File: src/slcfr_pkg.sv
// Package for the sync, length and CRC frame receiver.
// Holds the phase and status codes, register indexes, the result struct and the
// byte-wide CRC-16 update. It depends on nothing else.
`timescale 1ns / 1ps

package slcfr_pkg;

  localparam int unsigned BYTE_W    = 8;
  localparam int unsigned LEN_W     = 16;
  localparam int unsigned CRC_W     = 16;
  localparam int unsigned CFG_IDX_W = 1;
  localparam int unsigned CFG_DAT_W = 16;

  localparam logic [BYTE_W-1:0] SYNC_BYTE = 8'h5A;
  localparam logic [CRC_W-1:0]  CRC_POLY  = 16'h8005;

  localparam logic [BYTE_W-1:0] EXPECTED_TAG_RST    = 8'h00;
  localparam logic [LEN_W-1:0]  MAX_BODY_LENGTH_RST = 16'd2055;

  // Header byte positions, counted from the sync byte as position zero.
  localparam logic [LEN_W-1:0] HDR_TAG    = 16'd1;
  localparam logic [LEN_W-1:0] HDR_LEN_HI = 16'd2;
  localparam logic [LEN_W-1:0] HDR_LEN_LO = 16'd3;
  localparam logic [LEN_W-1:0] HDR_CRC_HI = 16'd4;
  localparam logic [LEN_W-1:0] HDR_CRC_LO = 16'd5;

  // Trailer byte positions.
  localparam logic [LEN_W-1:0] TRL_SEQ  = 16'd0;
  localparam logic [LEN_W-1:0] TRL_LAST = 16'd2;

  typedef enum logic [CFG_IDX_W-1:0] {
    REG_EXPECTED_TAG    = 1'b0,
    REG_MAX_BODY_LENGTH = 1'b1
  } cfg_reg_t;

  typedef enum logic [1:0] {
    PH_HUNT    = 2'd0,
    PH_HEADER  = 2'd1,
    PH_BODY    = 2'd2,
    PH_TRAILER = 2'd3
  } phase_t;

  typedef enum logic [1:0] {
    ST_OK           = 2'd0,
    ST_WRONG_TAG    = 2'd1,
    ST_CRC_MISMATCH = 2'd2,
    ST_TOO_LONG     = 2'd3
  } status_t;

  typedef enum logic {
    KIND_BODY   = 1'b0,
    KIND_STATUS = 1'b1
  } kind_t;

  typedef struct packed {
    kind_t              kind;
    logic [BYTE_W-1:0]  payload;
    status_t            status;
    logic [LEN_W-1:0]   length;
    logic [BYTE_W-1:0]  seq;
  } result_t;

  // One byte into a CRC-16 (poly 0x8005, MSB first, no reflection).
  function automatic logic [CRC_W-1:0] crc_feed(input logic [CRC_W-1:0] crc,
                                                input logic [BYTE_W-1:0] b);
    logic [CRC_W-1:0] c;
    c = crc ^ {b, 8'h00};
    for (int k = 0; k < BYTE_W; k++) begin
      c = c[CRC_W-1] ? ({c[CRC_W-2:0], 1'b0} ^ CRC_POLY) : {c[CRC_W-2:0], 1'b0};
    end
    return c;
  endfunction

endpackage

File: src/sync_length_crc_frame_receiver.sv
// Top level of the sync, length and CRC-16 frame receiver.
// Holds the input register and configuration registers; uses slcfr_pkg,
// slcfr_parser and slcfr_out_reg.
//
//   Channel  Handshake           Payload
//   -------  ------------------  ---------------------------------------------------
//   in       in_valid/in_stall   in_rx_byte
//   out      out_valid/out_stall out_result_kind, out_payload_byte, out_frame_status,
//                                out_body_length, out_sequence_number
//   cfg      cfg_valid/cfg_ready cfg_index, cfg_data
//
// The block takes one byte per cycle while no result is held by out_stall. An accepted
// byte waits in the input register, where the parser and its byte-wide CRC update work
// on it, and any result it causes is registered in the result register for the out ports.
// Reset (rst_n low at a clock edge) returns the parser to sync hunting, empties both
// registers and restores the tag to 0 and the length limit to 2055.
// While out_stall holds a result, the input register keeps its byte and in_stall
// rises once that register is full; with out_stall low, bytes flow without a gap.
`timescale 1ns / 1ps

module sync_length_crc_frame_receiver
  import slcfr_pkg::*;
(
  input  logic                 clk,
  input  logic                 rst_n,

  input  logic                 in_valid,
  output logic                 in_stall,
  input  logic [BYTE_W-1:0]    in_rx_byte,

  output logic                 out_valid,
  input  logic                 out_stall,
  output logic                 out_result_kind,
  output logic [BYTE_W-1:0]    out_payload_byte,
  output logic [1:0]           out_frame_status,
  output logic [LEN_W-1:0]     out_body_length,
  output logic [BYTE_W-1:0]    out_sequence_number,

  input  logic                 cfg_valid,
  output logic                 cfg_ready,
  input  logic [CFG_IDX_W-1:0] cfg_index,
  input  logic [CFG_DAT_W-1:0] cfg_data
);

  // Input register: one received byte waiting for the parser.
  logic              in_vld_r, in_vld_nxt;
  logic [BYTE_W-1:0] in_byte_r;
  logic              in_take;
  logic              advance;

  // Configuration registers.
  logic [BYTE_W-1:0] tag_r;
  logic [LEN_W-1:0]  max_len_r;

  logic    res_vld;
  result_t res;
  logic    out_vld;
  result_t out_res;

  // The parser consumes the held byte whenever the result register is free or is
  // being emptied in this cycle.
  assign advance  = in_vld_r && (!out_vld || !out_stall);
  assign in_stall = in_vld_r && !advance;
  assign in_take  = in_valid && !in_stall;

  always_comb begin
    in_vld_nxt = in_vld_r;
    if (in_take) begin
      in_vld_nxt = 1'b1;
    end else if (advance) begin
      in_vld_nxt = 1'b0;
    end
  end

  always_ff @(posedge clk) begin
    if (!rst_n) begin
      in_vld_r <= 1'b0;
    end else begin
      in_vld_r <= in_vld_nxt;
    end
  end

  always_ff @(posedge clk) begin
    if (in_take) begin
      in_byte_r <= in_rx_byte;
    end
  end

  // Configuration writes are always taken; the user makes them only while the block is idle; it is not enforced.
  assign cfg_ready = 1'b1;

  always_ff @(posedge clk) begin
    if (!rst_n) begin
      tag_r     <= EXPECTED_TAG_RST;
      max_len_r <= MAX_BODY_LENGTH_RST;
    end else if (cfg_valid && cfg_ready) begin
      unique case (cfg_reg_t'(cfg_index))
        REG_EXPECTED_TAG:    tag_r     <= cfg_data[BYTE_W-1:0];
        REG_MAX_BODY_LENGTH: max_len_r <= cfg_data[LEN_W-1:0];
        default:             tag_r     <= tag_r;
      endcase
    end
  end

  slcfr_parser u_parser (
    .clk             (clk),
    .rst_n           (rst_n),
    .step            (advance),
    .rx_byte         (in_byte_r),
    .expected_tag    (tag_r),
    .max_body_length (max_len_r),
    .res_vld         (res_vld),
    .res             (res)
  );

  slcfr_out_reg u_out_reg (
    .clk       (clk),
    .rst_n     (rst_n),
    .load      (advance && res_vld),
    .res       (res),
    .out_stall (out_stall),
    .out_vld   (out_vld),
    .out_res   (out_res)
  );

  assign out_valid           = out_vld;
  assign out_result_kind     = out_res.kind;
  assign out_payload_byte    = out_res.payload;
  assign out_frame_status    = out_res.status;
  assign out_body_length     = out_res.length;
  assign out_sequence_number = out_res.seq;

`ifndef NO_ASSERTIONS
  a_stall_needs_byte: assert property (@(posedge clk) disable iff (!rst_n)
    in_stall |-> in_vld_r && out_vld && out_stall)
    else $error("input stalled without a held byte and a blocked result");

  a_held_result_kept: assert property (@(posedge clk) disable iff (!rst_n)
    out_vld && out_stall |=> out_vld && !$past(advance))
    else $error("parser advanced while the result register was blocked");

  a_held_result_stable: assert property (@(posedge clk) disable iff (!rst_n)
    out_vld && out_stall |=> $stable(out_res))
    else $error("stalled result changed");
`endif

endmodule

File: src/slcfr_parser.sv
// Frame parser of the sync, length and CRC frame receiver.
// Holds the phase, byte counter, header fields and running CRC; depends on slcfr_pkg.
`timescale 1ns / 1ps

module slcfr_parser
  import slcfr_pkg::*;
(
  input  logic              clk,
  input  logic              rst_n,
  input  logic              step,
  input  logic [BYTE_W-1:0] rx_byte,
  input  logic [BYTE_W-1:0] expected_tag,
  input  logic [LEN_W-1:0]  max_body_length,
  output logic              res_vld,
  output result_t           res
);

  phase_t            phase_r, phase_nxt;
  logic [LEN_W-1:0]  cnt_r, cnt_nxt;
  logic [LEN_W-1:0]  len_r, len_nxt;
  logic [CRC_W-1:0]  crc_r, crc_nxt;
  logic [CRC_W-1:0]  rcrc_r, rcrc_nxt;
  logic              tag_ok_r, tag_ok_nxt;
  logic [BYTE_W-1:0] seq_r, seq_nxt;
  logic [CRC_W-1:0]  crc_byte;
  logic              hdr_done;
  logic              too_long;
  logic              body_done;
  logic              trl_done;

  assign crc_byte  = crc_feed(crc_r, rx_byte);
  assign hdr_done  = (cnt_r == HDR_CRC_LO);
  assign too_long  = (len_r > max_body_length);
  assign body_done = (cnt_r == {{(LEN_W-1){1'b0}}, 1'b1});
  assign trl_done  = (cnt_r == TRL_LAST);

  // Next phase.
  always_comb begin
    phase_nxt = phase_r;
    unique case (phase_r)
      PH_HUNT: begin
        if (rx_byte == SYNC_BYTE) begin
          phase_nxt = PH_HEADER;
        end
      end
      PH_HEADER: begin
        if (hdr_done) begin
          if (too_long) begin
            phase_nxt = PH_HUNT;
          end else if (len_r == '0) begin
            phase_nxt = PH_TRAILER;
          end else begin
            phase_nxt = PH_BODY;
          end
        end
      end
      PH_BODY: begin
        if (body_done) begin
          phase_nxt = PH_TRAILER;
        end
      end
      PH_TRAILER: begin
        if (trl_done) begin
          phase_nxt = PH_HUNT;
        end
      end
      default: phase_nxt = PH_HUNT;
    endcase
  end

  // Datapath and result.
  always_comb begin
    cnt_nxt    = cnt_r;
    len_nxt    = len_r;
    crc_nxt    = crc_r;
    rcrc_nxt   = rcrc_r;
    tag_ok_nxt = tag_ok_r;
    seq_nxt    = seq_r;
    res_vld    = 1'b0;
    res        = '0;
    unique case (phase_r)
      PH_HUNT: begin
        if (rx_byte == SYNC_BYTE) begin
          crc_nxt    = crc_feed('0, rx_byte);
          cnt_nxt    = HDR_TAG;
          len_nxt    = '0;
          rcrc_nxt   = '0;
          tag_ok_nxt = 1'b0;
          seq_nxt    = '0;
        end
      end
      PH_HEADER: begin
        case (cnt_r)
          HDR_TAG: begin
            tag_ok_nxt = (rx_byte == expected_tag);
            crc_nxt    = crc_byte;
          end
          HDR_LEN_HI: begin
            len_nxt = {rx_byte, len_r[BYTE_W-1:0]};
            crc_nxt = crc_byte;
          end
          HDR_LEN_LO: begin
            len_nxt = {len_r[LEN_W-1:BYTE_W], rx_byte};
            crc_nxt = crc_byte;
          end
          HDR_CRC_HI: begin
            rcrc_nxt = {rx_byte, rcrc_r[BYTE_W-1:0]};
            crc_nxt  = crc_feed(crc_r, '0);
          end
          default: begin
            rcrc_nxt = {rcrc_r[CRC_W-1:BYTE_W], rx_byte};
            crc_nxt  = crc_feed(crc_r, '0);
          end
        endcase
        cnt_nxt = cnt_r + 1'b1;
        if (hdr_done) begin
          if (too_long) begin
            res_vld    = 1'b1;
            res.kind   = KIND_STATUS;
            res.status = ST_TOO_LONG;
            res.length = len_r;
          end else begin
            // The body counts down from its length; the trailer counts up from zero.
            cnt_nxt = len_r;
          end
        end
      end
      PH_BODY: begin
        crc_nxt     = crc_byte;
        cnt_nxt     = cnt_r - 1'b1;
        res_vld     = 1'b1;
        res.kind    = KIND_BODY;
        res.payload = rx_byte;
      end
      PH_TRAILER: begin
        crc_nxt = crc_byte;
        cnt_nxt = cnt_r + 1'b1;
        if (cnt_r == TRL_SEQ) begin
          seq_nxt = rx_byte;
        end
        if (trl_done) begin
          res_vld    = 1'b1;
          res.kind   = KIND_STATUS;
          res.length = len_r;
          res.seq    = seq_r;
          if (!tag_ok_r) begin
            res.status = ST_WRONG_TAG;
          end else if (crc_byte != rcrc_r) begin
            res.status = ST_CRC_MISMATCH;
          end else begin
            res.status = ST_OK;
          end
        end
      end
      default: begin
        res_vld = 1'b0;
      end
    endcase
  end

  always_ff @(posedge clk) begin
    if (!rst_n) begin
      phase_r <= PH_HUNT;
      cnt_r   <= '0;
    end else if (step) begin
      phase_r <= phase_nxt;
      cnt_r   <= cnt_nxt;
    end
  end

  always_ff @(posedge clk) begin
    if (step) begin
      len_r    <= len_nxt;
      crc_r    <= crc_nxt;
      rcrc_r   <= rcrc_nxt;
      tag_ok_r <= tag_ok_nxt;
      seq_r    <= seq_nxt;
    end
  end

`ifndef NO_ASSERTIONS
  a_body_only_in_body: assert property (@(posedge clk) disable iff (!rst_n)
    res_vld && (res.kind == KIND_BODY) |-> phase_r == PH_BODY)
    else $error("body byte result outside the body phase");

  a_header_count: assert property (@(posedge clk) disable iff (!rst_n)
    phase_r == PH_HEADER |-> (cnt_r >= HDR_TAG) && (cnt_r <= HDR_CRC_LO))
    else $error("header byte counter out of range");

  a_trailer_count: assert property (@(posedge clk) disable iff (!rst_n)
    phase_r == PH_TRAILER |-> cnt_r <= TRL_LAST)
    else $error("trailer byte counter out of range");

  a_body_to_trailer: assert property (@(posedge clk) disable iff (!rst_n)
    step && (phase_r == PH_BODY) && body_done |=> phase_r == PH_TRAILER && cnt_r == '0)
    else $error("last body byte did not lead into the trailer");
`endif

endmodule

File: src/slcfr_out_reg.sv
// Result register of the sync, length and CRC frame receiver.
// Holds one finished result until the downstream side takes it; depends on slcfr_pkg.
`timescale 1ns / 1ps

module slcfr_out_reg
  import slcfr_pkg::*;
(
  input  logic    clk,
  input  logic    rst_n,
  input  logic    load,
  input  result_t res,
  input  logic    out_stall,
  output logic    out_vld,
  output result_t out_res
);

  logic    vld_r, vld_nxt;
  result_t res_r;

  always_comb begin
    vld_nxt = vld_r;
    if (load) begin
      vld_nxt = 1'b1;
    end else if (!out_stall) begin
      vld_nxt = 1'b0;
    end
  end

  always_ff @(posedge clk) begin
    if (!rst_n) begin
      vld_r <= 1'b0;
    end else begin
      vld_r <= vld_nxt;
    end
  end

  always_ff @(posedge clk) begin
    if (load) begin
      res_r <= res;
    end
  end

  assign out_vld = vld_r;
  assign out_res = res_r;

endmodule
File: config.mk
export PLATFORM = sky130hd
export DESIGN_NAME = sync_length_crc_frame_receiver
export DESIGN_NICKNAME = d
export VERILOG_FILES = /design/src/slcfr_pkg.sv /design/src/sync_length_crc_frame_receiver.sv /design/src/slcfr_parser.sv /design/src/slcfr_out_reg.sv
export SDC_FILE = /design/constraint.sdc
export NUM_CORES = 1
export LEC_CHECK = 0
export ABC_AREA = 1
export BUFFER_PORTS_ARGS = -buffer_cell sky130_fd_sc_hd__buf_2
export CAP_MARGIN = 5
export CELL_PAD_IN_SITES_DETAIL_PLACEMENT = 1
export CELL_PAD_IN_SITES_GLOBAL_PLACEMENT = 1
export CORE_ASPECT_RATIO = 1.75
export CORE_MARGIN = 3
export CORE_UTILIZATION = 46
export CTS_CLUSTER_SIZE = 25
export DETAILED_ROUTE_END_ITERATION = 8
export PLACE_DENSITY_LB_ADDON = 0.1
export SLEW_MARGIN = 40
export SYNTH_ARGS = -nofsm -noshare
export SYNTH_HDL_FRONTEND = slang
export SYNTH_SLANG_ARGS = --single-unit
File: constraint.sdc
create_clock -name clk -period 3.9 [get_ports clk]
set_clock_uncertainty 0.2 [all_clocks]
set_input_delay 0 -clock clk [delete_from_list [all_inputs] [get_ports clk]]
set_output_delay 0 -clock clk [all_outputs]
set_load 0.02 [all_outputs]
==> results.toml <==
[run_status]
outcome = "finished, final reports clean"

[drt]
drc = 0
route.vias.total = 7077
vias_per_cell = 5.427
dr.pass1.iters = 4
route.antenna.remaining_nets = 0
wl_per_cell_um = 20.43
drtIter0Drc = 398
wl_um = 26640

[cts]
cts_hold_buf = 38
cts_tree = "done"
clk_latency_ns = 0.44
post_cts_resized = 0
cts.clk_slew.worst_paths_ns = 0.06
cts_root_buf = "clkbuf_16"
h-tree-depth = 4
clock_sinks = 144
cts_setup_buffers = 0
numCtsBuffers = 17
max-clock-path-buffers = 2

[placement]
hpwl_um = 19470
io_buffer_count = 66
pre_cts_slack_ns = 0.8834
gp_congestion = 0.9467
placed_cell_area_um2 = 8827

[power_and_ir_drop]
ir_worst_vdd_v = 0.0003893
power_density_nw_per_um2 = 380.1
total_power_w = 0.003735
p_leak_nw = 4.124

[floorplanning]
dieArea_um2 = 19680
initial_utilization_pct = 47.13
die_width_um = 107.3
pin_count = 68
rows = 64
core_area_um2 = 17540
die_h_um = 183.3

[timing]
fmax_ghz = 0.3339
fin_crit_sh_pct = 76.80
tns_ns = 0
hold_viol_final = 0
max_slew_margin_pct = 47.09
rsz0062_at_grt = "no"
tightest_slew_ns = 0.7877
setup_viol = 0
drv_slew = 0
finalWorstSetupSlack_ns = 0.9048
finalCriticalPeriod_ns = 2.995
hold-worst-slack_ns = 0.07822

[yosys]
syn_area_um2 = 8265
syn_nets = 1014
yosys_warnings = 0
synth_seq_area_share_pct = 46.99
synth-seq-cells = 144
syn_avg_cell_area_um2 = 8.655
ys_types = 53
synth_cells = 955
synthFlopType = "edfxtp_1"
synth_edf_count = 100
synthArstFlopShare_pct = 0

[worst_setup_path]
crit_buf_inv = 3
cp_slowest_cell = "edfxtp_1"
arrival_ns = 2.91
crit_start = "u_parser.len_r[3]"
slowest_delay_ns = 0.51
worstSetupEndpointType = "flop"
path_max_fanout = 18
timing.rr.start = "u_parser.len_r[3]"
path_common_cell = "nand2_1"
crit_family = "simple AND/OR/NAND/NOR gates"
cp.required_ns = 3.82
path_cells = "ha_1, inv_1, o31ai_1, nand2_1, o211ai_1, nand2_1, nand2_1, nand3_1, nand2_1, o21ai_0, inv_1, buf_4"
path_class = "flop to flop"
cp-start-kind = "flop"

[hold_path]
min_from = "in_rx_byte[7]"
hold_path_class = "primary input to flop"

[finish]
syn2layout_area_growth_pct = 18.86
drive_gt1_share_pct = 16.88
nFillCells = 2069
fin_area_um2 = 9824
nNetsFinal = 1118

[grt]
grt_start_max_net_pins = 28
grt_pass1_vias = 7688
antenna_found_initial = 1
grt.overflow.total = 0
grt_use_total_pct = 28.34
grt_pass1_wl_um = 41630

[flow_run]
max_cap_violations = 0
[cells in the final DEF, fill, tap and decap left out, drive strengths merged, types with 8 or more instances in the layout]
cell,Yosys,final
a21oi,61,61
buf,16,80
clkbuf,17,18
dfxtp,44,44
dlygate4sd3,0,38
edfxtp,100,100
ha,29,29
inv,142,148
nand2,167,167
nand3,54,54
nand4,12,12
nor2,125,125
nor3,14,14
nor4,8,8
o211ai,11,11
o21ai,56,56
xnor2,24,24
xor2,32,32
[power breakdown]
part | switching (W) | leakage, nW | internal, W
combinational | 0.000194 | 2.66 | 0.000127
clock | 0.000696 | 0.291 | 0.00103
sequential | 0.0000331 | 1.18 | 0.00165
[synth_stat cells, types with 2 or more instances]
cell / number / area [um2]
nand2_2: 13 / 81.33
inv_2: 12 / 45.04
xnor2_1: 21 / 183.9
clkbuf_2: 2 / 10.01
o21ai_0: 48 / 240.2
xor2_1: 31 / 271.5
a31oi_1: 3 / 18.77
buf_2: 11 / 55.05
nand4_2: 3 / 37.54
a21oi_1: 60 / 300.3
o21ai_1: 8 / 40.04
a2bb2oi_1: 2 / 17.52
or2_2: 6 / 37.54
xnor2_2: 3 / 48.80
nor3_1: 8 / 40.04
nand3_2: 13 / 130.1
nand2_4: 7 / 78.83
clkbuf_1: 15 / 56.30
nor4_4: 2 / 42.54
o211ai_1: 11 / 82.58
a211oi_1: 5 / 37.54
inv_1: 130 / 488.0
o21bai_1: 2 / 15.01
nand2_1: 147 / 551.8
ha_1: 29 / 362.9
nand3b_1: 3 / 22.52
nor2_1: 122 / 457.9
nand3_1: 41 / 205.2
nor2_2: 2 / 12.51
nor4_1: 6 / 37.54
nor3_4: 3 / 48.80
clkinv_1: 4 / 15.01
buf_4: 4 / 30.03
o22ai_1: 7 / 43.79
nand4_1: 9 / 56.30
nor3_2: 3 / 30.03
dfxtp_1: 44 / 880.8
edfxtp_1: 100 / 3003
[layer usage]
| metal | track usage [%] | share of wire, % | vias to the layer above |
|---|---|---|---|
| li1 | - | - | 3355 |
| met1 | 27.23 | 34 | 3487 |
| met2 | 55.78 | 58 | 150 |
| met3 | 3.839 | 2.1 | 85 |
| met4 | 16.28 | 5.4 | 0 |
| met5 | 0 | 0 | - |
[state kept, by name, indices dropped and copies added (netlist names), named ones only]
register           cells
in_byte_r              8
in_vld_r               1
max_len_r             16
tag_r                  8
u_out_reg.out_res     35
u_out_reg.out_vld      1
u_parser.cnt_r        16
u_parser.crc_r        16
u_parser.len_r        16
u_parser.phase_r       1
u_parser.rcrc_r       16
u_parser.seq_r         8
u_parser.tag_ok_r      1
[layout make-up]
type	instances	area (um2)	share of cell area (%)
antenna	1	2.502	0.02547
inverter	146	548.0	5.578
clock inverter	14	175.2	1.783
clock buffer	18	439.2	4.470
tap	231	289.0	2.942
multi-input combinational	632	3671	37.37
sequential	144	3884	39.53
timing repair buffer	118	815.8	8.304
[per-stage QoR]
step / utilization [%] / instances
6_report: 56.02 / 1304
5_1_grt: 56.02 / 1304
4_1_cts: 56.01 / 1303
3_5_place_dp: 50.34 / 1233
3_3_place_gp: 50.34 / 1233
2_1_floorplan: - / 955
[logic make-up after synthesis]
logic type | count (synthesis) | share of synthesized area [%]
AND/OR/NAND/NOR | 391 | 22.99
adder cells (fa/ha/maj) | 29 | 4.390
buffers and inverters | 179 | 8.598
XOR/XNOR | 56 | 6.434
flip-flops | 144 | 46.99
AO/OA/AOI/OAI | 155 | 10.55
other | 1 | 0.04537
[worst paths after layout]
path,to,slack [ns],cells after the start
hold / removal,in_byte_r[7],0.08,2
setup / recovery,u_out_reg.out_res[6],0.90,12
hold reg to reg,max_len_r[4],0.27,2
setup reg to reg,u_out_reg.out_res[6],0.90,12
Power figures use the tool's default switching activity.
